<file path="src/rtl/sm3_hash_engine_core_macros.svh">
// Assertion macros for the SM3 hash engine core.
// Included by sm3_hash_engine_core.sv; no other dependencies.
`ifndef SM3_HASH_ENGINE_CORE_MACROS_SVH
`define SM3_HASH_ENGINE_CORE_MACROS_SVH

// Same-cycle implication, disabled during reset.
`define SM3_ASSERT_NOW(label, clk, rst_n, ante, cons, msg) \
    label: assert property (@(posedge clk) disable iff (!rst_n) (ante) |-> (cons)) \
        else $error(msg);

// Next-cycle implication, disabled during reset.
`define SM3_ASSERT_NEXT(label, clk, rst_n, ante, cons, msg) \
    label: assert property (@(posedge clk) disable iff (!rst_n) (ante) |=> (cons)) \
        else $error(msg);

`endif

</file>
<file path="src/rtl/sm3_pkg.sv">
// SM3 hash engine package: payload structs and algorithm constants.
// No dependencies.
package sm3_pkg;

    typedef struct packed {
        logic [31:0] message_word;
        logic [2:0]  valid_bytes;
        logic        last_word;
    } msg_t;

    typedef struct packed {
        logic [31:0] digest_word;
        logic [2:0]  digest_index;
        logic        digest_last;
    } dig_t;

    localparam logic [31:0] IV [8] = '{
        32'h7380166f, 32'h4914b2b9, 32'h172442d7, 32'hda8a0600,
        32'ha96f30bc, 32'h163138aa, 32'he38dee4d, 32'hb0fb0e4e
    };

    localparam logic [31:0] T_LOW    = 32'h79cc4519;
    localparam logic [31:0] T_HIGH   = 32'h7a879d8a;
    localparam logic [31:0] T_HIGH16 = {T_HIGH[15:0], T_HIGH[31:16]};
    localparam logic [31:0] PAD_WORD = {8'h80, 24'h000000};
    localparam logic [3:0]  LEN_SLOT = 4'd14;
    localparam logic [2:0]  FULL_BYTES = 3'd4;

endpackage

</file>
<file path="src/rtl/sm3_hash_engine_core.sv">
// SM3 hash engine: 16-word message window, one compression round per cycle, padding
// sequencer and digest output. Words enter the window until a block fills, then the
// 64 rounds and a fold run; the final word is followed by padding words and one or two
// compressions before 8 digest transfers. No message word is accepted while rounds,
// fold, padding or digest output run. Reset (async, rst_n low) loads the IV and clears
// counters; the message window needs no clearing.
// Depends on sm3_pkg and sm3_hash_engine_core_macros.svh.
`include "sm3_hash_engine_core_macros.svh"

module sm3_hash_engine_core (
    input  logic          clk,
    input  logic          rst_n,
    input  logic          msg_valid,
    output logic          msg_ready,
    input  sm3_pkg::msg_t msg,
    output logic          dig_valid,
    input  logic          dig_ready,
    output sm3_pkg::dig_t dig
);

    localparam logic [2:0] ST_IDLE  = 3'd0;
    localparam logic [2:0] ST_PAD   = 3'd1;
    localparam logic [2:0] ST_ROUND = 3'd2;
    localparam logic [2:0] ST_FOLD  = 3'd3;
    localparam logic [2:0] ST_OUT   = 3'd4;

    function automatic logic [31:0] rotl(input logic [31:0] x, input logic [4:0] n);
        rotl = (x << n) | (x >> (6'd32 - {1'b0, n}));
    endfunction

    function automatic logic [31:0] p0(input logic [31:0] x);
        p0 = x ^ rotl(x, 5'd9) ^ rotl(x, 5'd17);
    endfunction

    function automatic logic [31:0] p1(input logic [31:0] x);
        p1 = x ^ rotl(x, 5'd15) ^ rotl(x, 5'd23);
    endfunction

    logic [2:0]  state_reg, state_next;
    logic [3:0]  fill_reg, fill_next;
    logic [63:0] bits_reg, bits_next;
    logic [5:0]  round_reg, round_next;
    logic [31:0] tj_reg, tj_next;
    logic [2:0]  idx_reg, idx_next;
    logic        pad_active_reg, pad_active_next;
    logic        pad80_reg, pad80_next;
    logic        hi_done_reg, hi_done_next;
    logic        len_done_reg, len_done_next;
    logic [31:0] chain_reg [8];
    logic [31:0] chain_next [8];
    logic [31:0] win_reg [16];
    logic [31:0] win_next [16];
    logic [31:0] work_reg [8];
    logic [31:0] work_next [8];

    logic        push_en;
    logic [31:0] push_word;
    logic [2:0]  count;
    logic [31:0] last_word_val;
    logic [31:0] a12, ss1, ss2, fv, gv, tt1, tt2, w_new;

    always_comb
    begin
        if (!msg.last_word || msg.valid_bytes > sm3_pkg::FULL_BYTES)
            count = sm3_pkg::FULL_BYTES;
        else
            count = msg.valid_bytes;
        unique case (count)
            3'd0:    last_word_val = sm3_pkg::PAD_WORD;
            3'd1:    last_word_val = {msg.message_word[31:24], 8'h80, 16'h0000};
            3'd2:    last_word_val = {msg.message_word[31:16], 8'h80, 8'h00};
            3'd3:    last_word_val = {msg.message_word[31:8], 8'h80};
            default: last_word_val = msg.message_word;
        endcase
    end

    always_comb
    begin
        a12   = rotl(work_reg[0], 5'd12);
        ss1   = rotl(a12 + work_reg[4] + tj_reg, 5'd7);
        ss2   = ss1 ^ a12;
        if (round_reg < 6'd16)
        begin
            fv = work_reg[0] ^ work_reg[1] ^ work_reg[2];
            gv = work_reg[4] ^ work_reg[5] ^ work_reg[6];
        end
        else
        begin
            fv = (work_reg[0] & work_reg[1]) | (work_reg[0] & work_reg[2])
                 | (work_reg[1] & work_reg[2]);
            gv = (work_reg[4] & work_reg[5]) | (~work_reg[4] & work_reg[6]);
        end
        tt1   = fv + work_reg[3] + ss2 + (win_reg[0] ^ win_reg[4]);
        tt2   = gv + work_reg[7] + ss1 + win_reg[0];
        w_new = p1(win_reg[0] ^ win_reg[7] ^ rotl(win_reg[13], 5'd15))
                ^ rotl(win_reg[3], 5'd7) ^ win_reg[10];
    end

    always_comb
    begin
        state_next      = state_reg;
        fill_next       = fill_reg;
        bits_next       = bits_reg;
        round_next      = round_reg;
        tj_next         = tj_reg;
        idx_next        = idx_reg;
        pad_active_next = pad_active_reg;
        pad80_next      = pad80_reg;
        hi_done_next    = hi_done_reg;
        len_done_next   = len_done_reg;
        chain_next      = chain_reg;
        win_next        = win_reg;
        work_next       = work_reg;
        push_en         = 1'b0;
        push_word       = msg.message_word;
        msg_ready       = 1'b0;

        unique case (state_reg)
            ST_IDLE:
            begin
                msg_ready = 1'b1;
                if (msg_valid)
                begin
                    push_en   = 1'b1;
                    bits_next = bits_reg + 64'({count, 3'b000});
                    if (msg.last_word)
                    begin
                        push_word       = last_word_val;
                        pad_active_next = 1'b1;
                        pad80_next      = (count == sm3_pkg::FULL_BYTES);
                        state_next      = ST_PAD;
                    end
                end
            end
            ST_PAD:
            begin
                push_en = 1'b1;
                priority if (pad80_reg)
                begin
                    push_word  = sm3_pkg::PAD_WORD;
                    pad80_next = 1'b0;
                end
                else if (hi_done_reg)
                begin
                    push_word     = bits_reg[31:0];
                    len_done_next = 1'b1;
                end
                else if (fill_reg == sm3_pkg::LEN_SLOT)
                begin
                    push_word    = bits_reg[63:32];
                    hi_done_next = 1'b1;
                end
                else
                begin
                    push_word = 32'h0;
                end
            end
            ST_ROUND:
            begin
                work_next[0] = tt1;
                work_next[1] = work_reg[0];
                work_next[2] = rotl(work_reg[1], 5'd9);
                work_next[3] = work_reg[2];
                work_next[4] = p0(tt2);
                work_next[5] = work_reg[4];
                work_next[6] = rotl(work_reg[5], 5'd19);
                work_next[7] = work_reg[6];
                for (int i = 0; i < 15; i++)
                    win_next[i] = win_reg[i + 1];
                win_next[15] = w_new;
                round_next   = round_reg + 6'd1;
                if (round_reg == 6'd15)
                    tj_next = sm3_pkg::T_HIGH16;
                else
                    tj_next = rotl(tj_reg, 5'd1);
                if (round_reg == 6'd63)
                    state_next = ST_FOLD;
            end
            ST_FOLD:
            begin
                for (int i = 0; i < 8; i++)
                    chain_next[i] = chain_reg[i] ^ work_reg[i];
                priority if (pad_active_reg && len_done_reg)
                begin
                    idx_next   = 3'd0;
                    state_next = ST_OUT;
                end
                else if (pad_active_reg)
                    state_next = ST_PAD;
                else
                    state_next = ST_IDLE;
            end
            ST_OUT:
            begin
                if (dig_ready)
                begin
                    idx_next = idx_reg + 3'd1;
                    if (idx_reg == 3'd7)
                    begin
                        chain_next      = sm3_pkg::IV;
                        fill_next       = 4'd0;
                        bits_next       = 64'd0;
                        pad_active_next = 1'b0;
                        pad80_next      = 1'b0;
                        hi_done_next    = 1'b0;
                        len_done_next   = 1'b0;
                        state_next      = ST_IDLE;
                    end
                end
            end
            default:
            begin
                state_next = ST_IDLE;
            end
        endcase

        if (push_en)
        begin
            for (int i = 0; i < 15; i++)
                win_next[i] = win_reg[i + 1];
            win_next[15] = push_word;
            if (fill_reg == 4'd15)
            begin
                fill_next  = 4'd0;
                work_next  = chain_reg;
                round_next = 6'd0;
                tj_next    = sm3_pkg::T_LOW;
                state_next = ST_ROUND;
            end
            else
                fill_next = fill_reg + 4'd1;
        end
    end

    assign dig_valid        = (state_reg == ST_OUT);
    assign dig.digest_word  = chain_reg[idx_reg];
    assign dig.digest_index = idx_reg;
    assign dig.digest_last  = (idx_reg == 3'd7);

    always_ff @(posedge clk or negedge rst_n)
    begin
        if (!rst_n)
        begin
            state_reg      <= ST_IDLE;
            fill_reg       <= 4'd0;
            bits_reg       <= 64'd0;
            round_reg      <= 6'd0;
            tj_reg         <= sm3_pkg::T_LOW;
            idx_reg        <= 3'd0;
            pad_active_reg <= 1'b0;
            pad80_reg      <= 1'b0;
            hi_done_reg    <= 1'b0;
            len_done_reg   <= 1'b0;
            chain_reg      <= sm3_pkg::IV;
        end
        else
        begin
            state_reg      <= state_next;
            fill_reg       <= fill_next;
            bits_reg       <= bits_next;
            round_reg      <= round_next;
            tj_reg         <= tj_next;
            idx_reg        <= idx_next;
            pad_active_reg <= pad_active_next;
            pad80_reg      <= pad80_next;
            hi_done_reg    <= hi_done_next;
            len_done_reg   <= len_done_next;
            chain_reg      <= chain_next;
        end
    end

    always_ff @(posedge clk)
    begin
        win_reg  <= win_next;
        work_reg <= work_next;
    end

    `SM3_ASSERT_NOW(a_ready_excl, clk, rst_n, msg_ready, !dig_valid, "ready during digest output")
    `SM3_ASSERT_NOW(a_round_state, clk, rst_n, round_reg != 6'd0, state_reg == ST_ROUND, "round counter active outside rounds")
    `SM3_ASSERT_NOW(a_out_fill, clk, rst_n, state_reg == ST_OUT, fill_reg == 4'd0 && len_done_reg, "digest output with partial block")
    `SM3_ASSERT_NEXT(a_last_fold, clk, rst_n, state_reg == ST_ROUND && round_reg == 6'd63, state_reg == ST_FOLD, "missing fold after final round")
    `SM3_ASSERT_NEXT(a_digest_done, clk, rst_n, dig_valid && dig_ready && dig.digest_last, state_reg == ST_IDLE && chain_reg[0] == sm3_pkg::IV[0] && bits_reg == 64'd0, "state not restored after digest")

endmodule
</file>
<file path="config.mk">
export PLATFORM = sky130hd
export DESIGN_NAME = sm3_hash_engine_core
export DESIGN_NICKNAME = d
export VERILOG_FILES = /design/src/rtl/sm3_pkg.sv /design/src/rtl/sm3_hash_engine_core.sv
export VERILOG_INCLUDE_DIRS = /design/src /design/src/rtl
export SDC_FILE = /design/constraint.sdc
export NUM_CORES = 2
export LEC_CHECK = 0
export BUFFER_PORTS_ARGS = -buffer_cell sky130_fd_sc_hd__buf_4
export CAP_MARGIN = 15
export CORE_AREA = 8 8 350 352
export CTS_BUF_LIST = sky130_fd_sc_hd__clkbuf_4 sky130_fd_sc_hd__clkbuf_8 sky130_fd_sc_hd__clkbuf_16
export DETAILED_ROUTE_END_ITERATION = 10
export DIE_AREA = 0 0 358 360
export GPL_TIMING_DRIVEN = 0
export HOLD_SLACK_MARGIN = 0.15
export PLACE_DENSITY = 0.65
export SYNTH_ARGS = -nofsm -noshare
export SYNTH_HDL_FRONTEND = slang
export SYNTH_SLANG_ARGS = --single-unit
</file>
<file path="constraint.sdc">
create_clock -name clk -period 27.9 [get_ports clk]
set_input_delay 8.37 -clock clk [delete_from_list [all_inputs] [get_ports clk]]
set_output_delay 8.37 -clock clk [all_outputs]
set_load 0.005 [all_outputs]
</file>
==> run summary <==
Status = completed
Worst reg-to-reg setup slack = 19220 ps
Hpwl dp = 166 mm
CTS tree = built
Crit path launch type = flip-flop
Final hold vios = 0
Number of flops mapped to enable cells by yosys = 512
Synth Net Count = 5688
Setup WS pre-CTS = 15760 ps
Critical path arrival = 4200 ps
DRT Pass-1 Iters = 8
PostCTS Resize Cnt = 0
Remaining global-route overflow = 0
Tcrit/Tclk final = 45.1%
Placed Area = 0.0608 mm2
Endpoints failing setup = 0
Vias per cell = 6.09
Io pins = 78
Crit end category = output port
Crit-path max FO = 10
Initial antenna violation count = 11
Hold_buf cts = 0
Tmin final = 12570 ps
Crit Path Class = flip-flop to output port
Final Skew = 60.2 ps
Vias = 43900
Fraction of layout cells with a size suffix above 1 = 10.5%
Total die area = 0.129 mm2
Wirelength per Cell = 29.5 um
Fin. max-slew vios = 0
TNS Setup = 0 ps
Top FF cell, synth = edfxtp_1
Worst endpoint required time = 19530 ps
Commonest non-fill, non-tap cell in the layout = nand2_1
Placer Congestion = 1.01
Worst Max-Slew Pin Slew = 1330 ps
Most frequent cells in the layout = 737 x nand2_1, 524 x nor2_1, 512 x edfxtp_1
Post-route DRC = 0
Starting Density = 49.6%
Drt total wl = 213 mm
First DRT Iteration DRCs = 6021
Synth unique cells = 101
Async SR Flop Fraction = 32.5%
Post-Synthesis Cells = 5359
Die Span X = 358 um
Max_slew headroom = 10.6%
Area growth from synthesis to layout = 12.0%
Seq/Total Area, Yosys = 51.5%
Max frequency = 0.0795 GHz
Root buf cell = clkbuf_16
Nets@finish = 5901
Count of state elements after synthesis = 1137
H-tree depth = 3
Num rows = 126
Die Y-Extent = 360 um
Core Area = 0.117 mm2
Post-CTS Setup Repair Bufs = 0
Post-layout worst setup margin = 15330 ps
Routed Antenna Nets = 0
Bufs on Longest Clock Path = 3
Vias in the first global route = 41500
RSZ-0062 raised after global routing = no
Clk pin slew, worst setup/hold paths = 60 ps
Syn avg cell area = 10.8 um2
Leakage = 0.0276 uW
Clock Sinks = 1137
GRT Util Overall = 32.4%
Worst hold path type = flip-flop to flip-flop
Max reg flops = 512
Post-route cell area = 0.0650 mm2
IO buf count = 76
Clk Latency, worst-skew pair = 750 ps
Num CTS Buffers = 120
Synth Cell Area = 0.0580 mm2
Worst vdd ir = 53.2 uV
Largest net degree at the start of global routing = 110
Number of synthesis warnings = 0
Max-cap violations = 0
Power per standard cell area = 53.0 mW/mm2
First-pass GRT wire length = 301 mm
-- cells by family after synthesis --
family | share of synthesized area [%]
AOI/OAI and AO/OA | 11.1
adders and majority gates | 8.69
and+or+nand+nor | 12.3
DFF | 51.5
buffers and inverters | 3.06
xor gates and xnor gates | 9.23
muxes | 4.12
-- worst max-delay path, cell delays in order (launching register included) --
cell	delay (ps)
dfrtp_1	410
clkbuf_1	820
buf_1	980
mux4_2	770
mux2_2	340
buf_4	140
-- cell type report --
| type | count | area, um2 |
|---|---|---|
| clock inverter | 59 | 681 |
| clock buffer | 164 | 3470 |
| fill | 10100 | 51900 |
| tap | 1536 | 1920 |
| multi-input combinational | 3751 | 26400 |
| sequential | 1137 | 29900 |
| inverter | 197 | 739 |
| antenna | 3 | 7.51 |
| buffer | 274 | 1040 |
| timing repair buffer | 91 | 895 |
-- where the power goes --
part,leakage [uW],internal [uW],switching (uW)
logic,0.0134,5.64,14.9
clock network,0.00207,991,698
registers,0.0122,1730,0
total,0.0276,2730,713
-- metal layers --
layer | global-route usage [%] | up-vias | part of all wire (%)
met3 | 8.14 | 543 | 11
met5 | 0 | - | 0.015
met2 | 47.1 | 2457 | 42
li1 | - | 19100 | -
met1 | 43.0 | 21800 | 39
met4 | 21.1 | 4 | 8.0
-- Yosys cell counts (6+ instances only) --
cell      count  area share (%)
a22o_1       21            0.32
o21bai_1      9            0.12
or3_1        22            0.24
o21ai_1      25            0.22
a21o_1       42            0.54
o21a_1       16            0.21
and3_1      152             1.6
mux4_2       64             2.5
edfxtp_1    512              26
a31oi_1     207             2.2
ha_1        100             2.2
buf_1        18            0.12
o211ai_1     11            0.14
o21ai_0     275             2.4
a21oi_1     299             2.6
dfrtp_1     235              10
buf_2         6           0.052
xnor2_1     317             4.8
nand3_1      68            0.59
a211oi_1     18            0.23
nand2_1     738             4.8
mux2_2       34            0.66
a221o_1      11            0.19
a22oi_1      14            0.18
nor3_1       41            0.35
nand2b_1     16            0.17
mux2i_1      55            0.95
xor2_1      279             4.2
dfstp_2     134             6.1
nand4_1      20            0.22
a221oi_1     22            0.33
o221a_2      10            0.19
a222oi_1      8            0.14
inv_1       196             1.3
nor2b_1      14            0.15
clkbuf_1    250             1.6
dfxtp_1     256             8.8
o22a_1        8            0.12
fa_1        189             6.5
and2_1        9           0.097
nor2_1      524             3.4
-- worst paths after layout --
kind | endpoint | cells past startpoint | start
setup / recovery | dig[6] | 5 | idx_reg[0]
hold / removal | win_reg[505] | 0 | win_reg[473]
setup reg to reg | work_reg[255] | 26 | work_reg[113]
hold reg to reg | win_reg[505] | 0 | win_reg[473]
max in group asynchronous | bits_reg[55] | 3 | rst_n
min in group asynchronous | chain_reg[74] | 1 | rst_n
-- per-stage QoR --
step / power (uW) / util (%) / cells / hold WS (ps)
after floorplan: 1770 / - / 5359 / 400
after global placement: 1790 / 51.8 / 6971 / 400
after global routing: 3520 / 55.6 / 7209 / 415
final: 3440 / 55.6 / 7212 / 402
after CTS: 3460 / 55.6 / 7206 / 405
after detailed placement: 1790 / 52.0 / 6983 / 405
(Power assumes the default switching activity.)
